===== src/hw/rtl/rle16_pkg.sv =====
package rle16_pkg;

    localparam int POS_BITS       = 21;
    localparam int BYTE_BITS      = 8;
    localparam int WORD_BITS      = 16;
    localparam int LEN_BITS       = 8;
    localparam int CODE_BITS      = 7;
    localparam int PIX_FIELD_BITS = 20;
    localparam int CFG_INDEX_BITS = 2;
    localparam int CFG_DATA_BITS  = 21;

    localparam logic [CFG_INDEX_BITS-1:0] REG_DELTA_MODE   = 2'd0;
    localparam logic [CFG_INDEX_BITS-1:0] REG_FRAME_PIXELS = 2'd1;

    localparam logic [POS_BITS-1:0] FRAME_PIXELS_RESET = 21'd307200;
    localparam logic [POS_BITS-1:0] POS_MAX            = 21'h1FFFFF;

    typedef enum logic [2:0] {
        PH_CTRL   = 3'd0,
        PH_LIT_LO = 3'd1,
        PH_LIT_HI = 3'd2,
        PH_REP_LO = 3'd3,
        PH_REP_HI = 3'd4
    } phase_t;

    typedef struct packed {
        logic [POS_BITS-1:0]  pos;
        logic [LEN_BITS-1:0]  run_len;
        logic [WORD_BITS-1:0] value;
        logic                 overrun;
        logic                 frame_end;
    } run_t;

endpackage


===== src/hw/rtl/rle16_parser.sv =====
module rle16_parser (
    input  logic                          clk,
    input  logic                          rst_n,
    input  logic                          fire,
    input  logic [rle16_pkg::BYTE_BITS-1:0] data_byte,
    input  logic                          last_byte,
    input  logic                          delta_mode,
    input  logic [rle16_pkg::POS_BITS-1:0] frame_pixels,
    output logic                          res_valid,
    output rle16_pkg::run_t               res
);
    import rle16_pkg::*;

    phase_t                phase_reg,  phase_next;
    logic [LEN_BITS-1:0]   words_reg,  words_next;
    logic [CODE_BITS-1:0]  rep_reg,    rep_next;
    logic [BYTE_BITS-1:0]  low_reg,    low_next;
    logic [POS_BITS-1:0]   pos_reg,    pos_next;

    logic                  emit;
    logic [LEN_BITS-1:0]   len;
    logic [WORD_BITS-1:0]  value;
    logic [LEN_BITS-1:0]   adv_amt;
    logic [LEN_BITS-1:0]   words_dec;
    logic [POS_BITS:0]     adv_sum;
    logic [POS_BITS-1:0]   pos_adv;
    logic [POS_BITS-1:0]   res_pos;
    logic [POS_BITS:0]     end_sum;

    assign words_dec = words_reg - 8'd1;

    always_comb
    begin
        phase_next = phase_reg;
        words_next = words_reg;
        rep_next   = rep_reg;
        low_next   = low_reg;
        unique case (phase_reg)
            PH_CTRL:
            begin
                if (data_byte[BYTE_BITS-1])
                begin
                    words_next = LEN_BITS'(9'd256 - {1'b0, data_byte});
                    phase_next = PH_LIT_LO;
                end
                else if (!delta_mode)
                begin
                    rep_next   = data_byte[CODE_BITS-1:0];
                    phase_next = PH_REP_LO;
                end
            end
            PH_LIT_LO:
            begin
                low_next   = data_byte;
                phase_next = PH_LIT_HI;
            end
            PH_LIT_HI:
            begin
                words_next = words_dec;
                phase_next = (words_dec == '0) ? PH_CTRL : PH_LIT_LO;
            end
            PH_REP_LO:
            begin
                low_next   = data_byte;
                phase_next = PH_REP_HI;
            end
            default:
            begin
                phase_next = PH_CTRL;
            end
        endcase
    end

    always_comb
    begin
        emit    = 1'b0;
        len     = '0;
        value   = '0;
        adv_amt = '0;
        unique case (phase_reg)
            PH_CTRL:
            begin
                if (!data_byte[BYTE_BITS-1] && delta_mode)
                begin
                    adv_amt = data_byte + 8'd1;
                end
            end
            PH_LIT_HI:
            begin
                emit    = 1'b1;
                len     = 8'd1;
                value   = {data_byte, low_reg};
                adv_amt = 8'd1;
            end
            PH_REP_HI:
            begin
                emit    = 1'b1;
                len     = {1'b0, rep_reg} + 8'd2;
                value   = {data_byte, low_reg};
                adv_amt = len;
            end
            default:
            begin
            end
        endcase
    end

    assign adv_sum = {1'b0, pos_reg} + (POS_BITS+1)'(adv_amt);
    assign pos_adv = adv_sum[POS_BITS] ? POS_MAX : adv_sum[POS_BITS-1:0];
    assign res_pos = emit ? pos_reg : pos_adv;
    assign end_sum = {1'b0, res_pos} + (POS_BITS+1)'(len);

    always_comb
    begin
        res_valid     = emit | last_byte;
        res.pos       = res_pos;
        res.run_len   = len;
        res.value     = value;
        res.overrun   = end_sum > {1'b0, frame_pixels};
        res.frame_end = last_byte;
        pos_next      = last_byte ? '0 : pos_adv;
    end

    always_ff @(posedge clk or negedge rst_n)
    begin
        if (!rst_n)
        begin
            phase_reg <= PH_CTRL;
            words_reg <= '0;
            rep_reg   <= '0;
            low_reg   <= '0;
            pos_reg   <= '0;
        end
        else if (fire)
        begin
            if (last_byte)
            begin
                phase_reg <= PH_CTRL;
                words_reg <= '0;
                rep_reg   <= '0;
                low_reg   <= '0;
            end
            else
            begin
                phase_reg <= phase_next;
                words_reg <= words_next;
                rep_reg   <= rep_next;
                low_reg   <= low_next;
            end
            pos_reg <= pos_next;
        end
    end

endmodule


===== src/hw/rtl/rle16_frame_decoder.sv =====
// Run-length decoder for one frame of 16-bit pixels. Payload bytes enter one
// per request on the input channel; each literal word or repeat group leaves
// as one run request (start index, length, value), and the last byte of the
// frame always yields a request with frame_end set. One byte is taken every
// cycle when the output side is not stalled; a byte passes an input register
// and the parser into the result register. in_stall follows out_stall in the
// same cycle only while both registers hold a request. Configuration writes
// are always ready.
module rle16_frame_decoder #(
    parameter int PIXEL_INDEX_BITS = 20
) (
    input  logic                                   clk,
    input  logic                                   rst_n,
    input  logic                                   in_valid,
    output logic                                   in_stall,
    input  logic [rle16_pkg::BYTE_BITS-1:0]        data_byte,
    input  logic                                   last_byte,
    output logic                                   out_valid,
    input  logic                                   out_stall,
    output logic [PIXEL_INDEX_BITS-1:0]            pixel_index,
    output logic [rle16_pkg::LEN_BITS-1:0]         run_length,
    output logic [rle16_pkg::WORD_BITS-1:0]        pixel_value,
    output logic                                   overrun,
    output logic                                   frame_end,
    input  logic                                   cfg_valid,
    output logic                                   cfg_ready,
    input  logic [rle16_pkg::CFG_INDEX_BITS-1:0]   cfg_index,
    input  logic [rle16_pkg::CFG_DATA_BITS-1:0]    cfg_data
);
    import rle16_pkg::*;

    localparam int IDX_KEEP = (PIXEL_INDEX_BITS < PIX_FIELD_BITS) ?
                              PIXEL_INDEX_BITS : PIX_FIELD_BITS;

    logic                  delta_mode_reg;
    logic [POS_BITS-1:0]   frame_pixels_reg;

    logic                  in_valid_reg, in_valid_next;
    logic [BYTE_BITS-1:0]  byte_reg;
    logic                  last_reg;

    logic                  out_valid_reg, out_valid_next;
    run_t                  out_run_reg;

    logic                  stage_fire;
    logic                  in_take;
    logic                  res_valid;
    run_t                  res;

    assign cfg_ready  = 1'b1;
    assign stage_fire = in_valid_reg & (~out_valid_reg | ~out_stall);
    assign in_stall   = in_valid_reg & ~stage_fire;
    assign in_take    = in_valid & ~in_stall;

    always_comb
    begin
        in_valid_next = in_take | (in_valid_reg & ~stage_fire);
        if (stage_fire)
        begin
            out_valid_next = res_valid;
        end
        else if (out_valid_reg && !out_stall)
        begin
            out_valid_next = 1'b0;
        end
        else
        begin
            out_valid_next = out_valid_reg;
        end
    end

    always_ff @(posedge clk or negedge rst_n)
    begin
        if (!rst_n)
        begin
            delta_mode_reg   <= 1'b0;
            frame_pixels_reg <= FRAME_PIXELS_RESET;
        end
        else if (cfg_valid && cfg_ready)
        begin
            unique case (cfg_index)
                REG_DELTA_MODE:   delta_mode_reg   <= cfg_data[0];
                REG_FRAME_PIXELS: frame_pixels_reg <= cfg_data[POS_BITS-1:0];
                default:          ;
            endcase
        end
    end

    always_ff @(posedge clk or negedge rst_n)
    begin
        if (!rst_n)
        begin
            in_valid_reg  <= 1'b0;
            out_valid_reg <= 1'b0;
        end
        else
        begin
            in_valid_reg  <= in_valid_next;
            out_valid_reg <= out_valid_next;
        end
    end

    always_ff @(posedge clk)
    begin
        if (in_take)
        begin
            byte_reg <= data_byte;
            last_reg <= last_byte;
        end
        if (stage_fire)
        begin
            out_run_reg <= res;
        end
    end

    rle16_parser u_parser (
        .clk          (clk),
        .rst_n        (rst_n),
        .fire         (stage_fire),
        .data_byte    (byte_reg),
        .last_byte    (last_reg),
        .delta_mode   (delta_mode_reg),
        .frame_pixels (frame_pixels_reg),
        .res_valid    (res_valid),
        .res          (res)
    );

    assign out_valid   = out_valid_reg;
    assign pixel_index = PIXEL_INDEX_BITS'(out_run_reg.pos[IDX_KEEP-1:0]);
    assign run_length  = out_run_reg.run_len;
    assign pixel_value = out_run_reg.value;
    assign overrun     = out_run_reg.overrun;
    assign frame_end   = out_run_reg.frame_end;

endmodule

===== config.mk =====
export PLATFORM = sky130hd
export DESIGN_NAME = rle16_frame_decoder
export DESIGN_NICKNAME = d
export VERILOG_FILES = /design/src/hw/rtl/rle16_pkg.sv /design/src/hw/rtl/rle16_parser.sv /design/src/hw/rtl/rle16_frame_decoder.sv
export SDC_FILE = /design/constraint.sdc
export NUM_CORES = 1
export LEC_CHECK = 0
export ABC_AREA = 1
export BUFFER_PORTS_ARGS = -buffer_cell sky130_fd_sc_hd__buf_2
export CAP_MARGIN = 20
export CELL_PAD_IN_SITES_DETAIL_PLACEMENT = 0
export CELL_PAD_IN_SITES_GLOBAL_PLACEMENT = 1
export CORE_ASPECT_RATIO = 1.1
export CORE_MARGIN = 10
export CORE_UTILIZATION = 25
export DETAILED_ROUTE_END_ITERATION = 12
export PLACE_DENSITY_LB_ADDON = 0.05
export SKIP_LAST_GASP = 1
export SLEW_MARGIN = 15
export SYNTH_ARGS = -nofsm -noshare
export SYNTH_HDL_FRONTEND = slang
export SYNTH_SLANG_ARGS = --single-unit

===== constraint.sdc =====
create_clock -name clk -period 7.6 [get_ports clk]
set_input_delay 0.38 -clock clk [delete_from_list [all_inputs] [get_ports clk]]
set_output_delay 0.38 -clock clk [all_outputs]
set_load 0.01 [all_outputs]

* After elaboration in Yosys (flattened, before gate mapping)
Index checks and enable logic that the tools add are counted.
** Word-level totals
- Register bits :: 126
- Input port bits :: 37
- Output and inout port bits :: 49
- Word-level logic and storage cells :: 84
** Cells by class
- Add/sub/neg operators :: 6
- Magnitude comparators :: 1
- Equal/unequal tests :: 9
- Multiplexer cells :: 23
- Bitwise operators :: 10
- Reduce and logical (&&, ||, !) cells :: 19
** Operator list (count)
- 2-to-1 mux 21 bit :: 3
- adder 21 x 8 -> 22 bit :: 2
- 2-to-1 mux 8 bit :: 5
- case mux 8 bit (2 select lines) :: 2
- 2-to-1 mux 7 bit :: 4
- case mux 8 bit (3 select lines) :: 1
- > comparator 22 x 21 -> 1 bit :: 1
- case mux 3 bit (4 select lines) :: 1
- 2-to-1 mux 3 bit :: 3
- adder 7 x 2 -> 8 bit, second input constant :: 1
- adder 8 x 1 -> 8 bit, second input constant :: 1
- zero test 8 bit :: 1
- AND reduction 2 bit :: 4
- subtractor 1 x 8 -> 8 bit, first input constant :: 1
- subtractor 8 x 1 -> 8 bit, second input constant :: 1
- == test 3 x 2 -> 1 bit, second input constant :: 2
- nonzero test 2 bit :: 3
- 2-to-1 mux 1 bit :: 4
- inequality test 2 x 1 -> 1 bit, second input constant :: 2
- inequality test 4 bit, second input constant :: 1
- NOT 1 bit :: 4
- AND reduction 4 bit :: 1
- OR reduction 2 bit :: 2
- AND 1 bit :: 3
- 11 further kinds :: 15

* Longest topological paths before layout
- Depth after elaboration :: 9
- Depth in mapped cells :: 41
- Depth with buffers taken out :: 40

* Modules after synthesis
A second synthesis with hierarchy kept.
** Second synthesis, totals
- Cells, all modules :: 976
- Area total of the unflattened synthesis :: 7900.1 sq um
** By module, submodules not included
- rle16_parser :: instances 1, cells each 808, area each 5233.8 sq um, sequential area each 1176.1 sq um
- rle16_frame_decoder :: instances 1, cells each 168, area each 2666.3 sq um, sequential area each 2257.2 sq um

* Worst setup path after synthesis
No wires, ideal clock.
- Kind :: reg-to-reg
- From :: register byte_reg[2]
- To :: register out_run_reg (netlist bit overrun) (data pin)
- Library setup time :: 0.260 ns
- Arrival time :: 5.233 ns
- Required time :: 7.340 ns
- Slack :: 2.107 ns
- Cell stages (with the launch flop) :: 42
- Path buffers :: 2
- Period minus slack after synthesis :: 5.493 ns
- Cells stage by stage :: edfxtp_1 clkbuf_1 inv_1 nor3_1 inv_1 nor2_1 nand3_1 inv_1 o32ai_1 ha_1 nand2_1 nor2_2 nand2_1 nor2_1 nand2_1 nand2_2 clkbuf_1 nor2_1 [... 6 more ...] o21ai_1 nand3_2 nor2_4 nand2_1 xor2_1 ha_1 nand2_1 inv_1 nand3_1 inv_1 a21oi_1 nand2_1 nand2_1 nand2_1 nand2_1 a21boi_0 o21ai_0 o21ai_1
** RTL lines
- start, declared :: RTL line rle16_frame_decoder.sv:39 : logic [BYTE_BITS-1:0] byte_reg;
- start signal, assigned :: RTL line rle16_frame_decoder.sv:107 : byte_reg <= data_byte;
- end signal, assigned :: RTL line rle16_frame_decoder.sv:112 : out_run_reg <= res;
- end, declared :: RTL line rle16_frame_decoder.sv:43 : run_t out_run_reg;

==> results.json <==
{
  "drc": 0,
  "nets": 1082,
  "rsz0062_at_grt": "false",
  "pwr_density_cell_mw_per_mm2": 334.4,
  "drt_iter0_drc": 302,
  "synthCells": 910,
  "cts_tree": "built",
  "r2r-end": "overrun",
  "p_leak_nw": 4.353,
  "synthTopCellsByArea": "dfrtp_1 (22%), edfxtp_1 (22%), nand2_1 (9.5%)",
  "min_path_cells": 1,
  "ys_seq_elements": 126,
  "irDropWorstVdd_uv": 134.2,
  "crit_top_cell": "nand2_1",
  "synth-simple-area-share": 0.2417,
  "dieHeight_microns": 203,
  "min_period_ns": 6.244,
  "finalHoldViolations": 0,
  "crit_path_max_fanout": 11,
  "fillers": 3180,
  "grt.total_usage": 0.1260,
  "drtAntennaViolNets": 0,
  "synthMuxAreaShare": 0,
  "finalSetupViolCount": 0,
  "synthXorXnorAreaFrac": 0.03452,
  "routed_wirelength_microns": 23390,
  "required_ns": 7.77,
  "synth_compound_area_frac": 0.1147,
  "first_pass_iters": 4,
  "coreArea_sq_mm": 0.02981,
  "crit_type": "flip-flop to flip-flop",
  "dpl_cell_area_sq_mm": 0.008489,
  "worstSetupStartpointType": "flip-flop",
  "multiInputGateArea_sq_mm": 0.003570,
  "crit_end": "overrun",
  "worstReg2RegStart": "u_parser.phase_reg[1]",
  "async_reset_ff_frac": 0.5635,
  "grt_max_degree": 51,
  "tns_ns": 0,
  "postLayoutCellArea_sq_mm": 0.009156,
  "max_clock_freq_ghz": 0.1602,
  "antenna_found_initial": 0,
  "cts_setup_buffers": 0,
  "path_clk_slew_ns": 0.07,
  "start_util": 0.2553,
  "slew-limit-headroom": 0.3623,
  "place_ws_ns": 1.236,
  "synth_fa_ha_area_frac": 0.07759,
  "drive_gt1_frac": 0.1759,
  "ys_seq_area_frac": 0.4511,
  "fin_crit_sh": 0.8216,
  "synth_area_sq_mm": 0.007611,
  "status": "finished clean",
  "ios": 86,
  "utilization": 0.3071,
  "max_stage_delay_ns": 0.64,
  "clock_latency_ns": 0.43,
  "arrival_ns": 6.42,
  "critPathSlowestCell": "nor3_1",
  "place_congestion": 0.7860,
  "synth_edf_count": 55,
  "startpoint": "u_parser.phase_reg[1]",
  "synth_top_flop_cell": "dfrtp_1",
  "end_kind": "flip-flop",
  "synth_top_area_cell": "dfrtp_1",
  "postSynthAreaPerCell_sq_um": 8.364,
  "routed_via_density": 4.333,
  "num_rows": 66,
  "overflow": 0,
  "first_global_vias": 6335,
  "synth_top_family_by_area": "simple AND/OR/NAND/NOR gates",
  "dpl.hpwl_microns": 17680,
  "setup_slack_ns": 1.356,
  "yosysWarnings": 0,
  "grt_pass1_wl_microns": 37330,
  "final_cells": 1420,
  "die_x_microns": 186.4,
  "ff_latch_area_sq_mm": 0.003433,
  "yosys.area.top_type_share": 0.2203,
  "htree_levels": 4,
  "ys_types": 52,
  "vias": 6153,
  "wire_per_inst_microns": 16.47,
  "clock_path_buffers": 2,
  "cts_resized": 0,
  "dpl.cell_count": 1387,
  "io_buffers": 84,
  "slew_viol_final": 0,
  "finClkSkew_ns": 0.01408,
  "synthesis.nets": 993,
  "cts_buffers": 17,
  "reg2regPathDepth": 36,
  "max_cap_violations": 0,
  "diodes": 0,
  "rrSetupSlack_ns": 1.36,
  "hold_path.class": "primary input to flip-flop",
  "syn2layout_area_growth_pct": 20.30,
  "worst_pin_slew_ns": 0.9556,
  "clock_sinks": 126,
  "ctsRootBufferMaster": "clkbuf_16",
  "postCtsHoldBufs": 1,
  "die_area_sq_mm": 0.03783
}
cell families (layout without fill, tap and decap cells):
kind of cell | after synthesis | after routing
buf+inv | 156 | 258
flops | 126 | 126
compound gates | 155 | 155
other cells | 1 | 1
fa+ha+maj | 46 | 46
simple gates | 396 | 396
xor+xnor | 30 | 30
through the flow:
step	hold WS [ns]	total power, W
6_report	0.1191	0.003062
4_1_cts	0.1044	0.003112
5_1_grt	0.1089	0.003313
3_3_place_gp	0.3325	0.002173
2_1_floorplan	0.08441	0.001777
3_5_place_dp	0.3349	0.002163
worst min-delay path by stage:
stage	startpoint	endpoint	slack, ns
floorplan	rst_n	delta_mode_reg	0.08
global placement	rst_n	delta_mode_reg	0.33
detailed placement	rst_n	delta_mode_reg	0.33
CTS	last_byte	last_reg	0.10
global route	last_byte	last_reg	0.11
finish	last_byte	last_reg	0.12
power breakdown:
group          leakage (nW)  internal (W)  total [W]  switching [W]
Combinational          2.59      0.000366    0.00113       0.000760
Sequential             1.44      0.000912    0.00100      0.0000901
Clock                 0.321      0.000608   0.000934       0.000325
Total                  4.35       0.00189    0.00306        0.00118
metal layers:
layer | up-vias | global-route usage | wire (microns) | part of all wire
met3 | 21 | 0.02280 | 691 | 0.030
met2 | 104 | 0.1860 | 10010 | 0.43
met5 | - | 0 | 0 | 0
met4 | 0 | 0.03835 | 309 | 0.013
li1 | 3180 | - | - | -
met1 | 2848 | 0.1815 | 12380 | 0.53
cell usage after synthesis, drive strengths merged (4+ instances only):
library cell,count
o22ai,9
inv,132
dfrtp,67
clkbuf,14
nor2,88
o21bai,5
nor3,13
edfxtp,55
nand2,214
a21oi,49
dfstp,4
nand4,19
xnor2,9
a31o,4
xor2,21
nand3,57
buf,6
ha,44
o21ai,70
clkinv,4
layout by cell type, fill, tap and decap left out, types with 9 or more instances in the layout:
| cell | n |
|---|---|
| xnor2_1 | 9 |
| dfrtp_1 | 67 |
| nor2_1 | 77 |
| a21oi_1 | 49 |
| inv_1 | 124 |
| nand2_1 | 193 |
| ha_1 | 44 |
| buf_2 | 83 |
| o21ai_0 | 64 |
| xor2_1 | 21 |
| o22ai_1 | 9 |
| nand3_1 | 51 |
| edfxtp_1 | 55 |
| nand2_2 | 18 |
| nand4_1 | 18 |
| nor3_1 | 12 |
| clkbuf_16 | 18 |
final cells by class:
class                      count  share of cell area
clock buffer                  21             0.05152
clock inverter                11             0.02022
inverter                     136             0.05630
multi-input combinational    628              0.3899
sequential                   126              0.3750
tap                          408             0.05575
timing repair buffer          90             0.05138
worst max-delay path, delay by kind of cell (launching register included):
kind,cells,cell delay (ns)
AO/OA/AOI/OAI,9,1.53
adder cells (fa/ha/maj),4,1.13
XOR/XNOR,1,0.14
flip-flops,1,0.40
AND/OR/NAND/NOR,19,2.58
buffers and inverters,3,0.16
(Power assumes the default switching activity.)
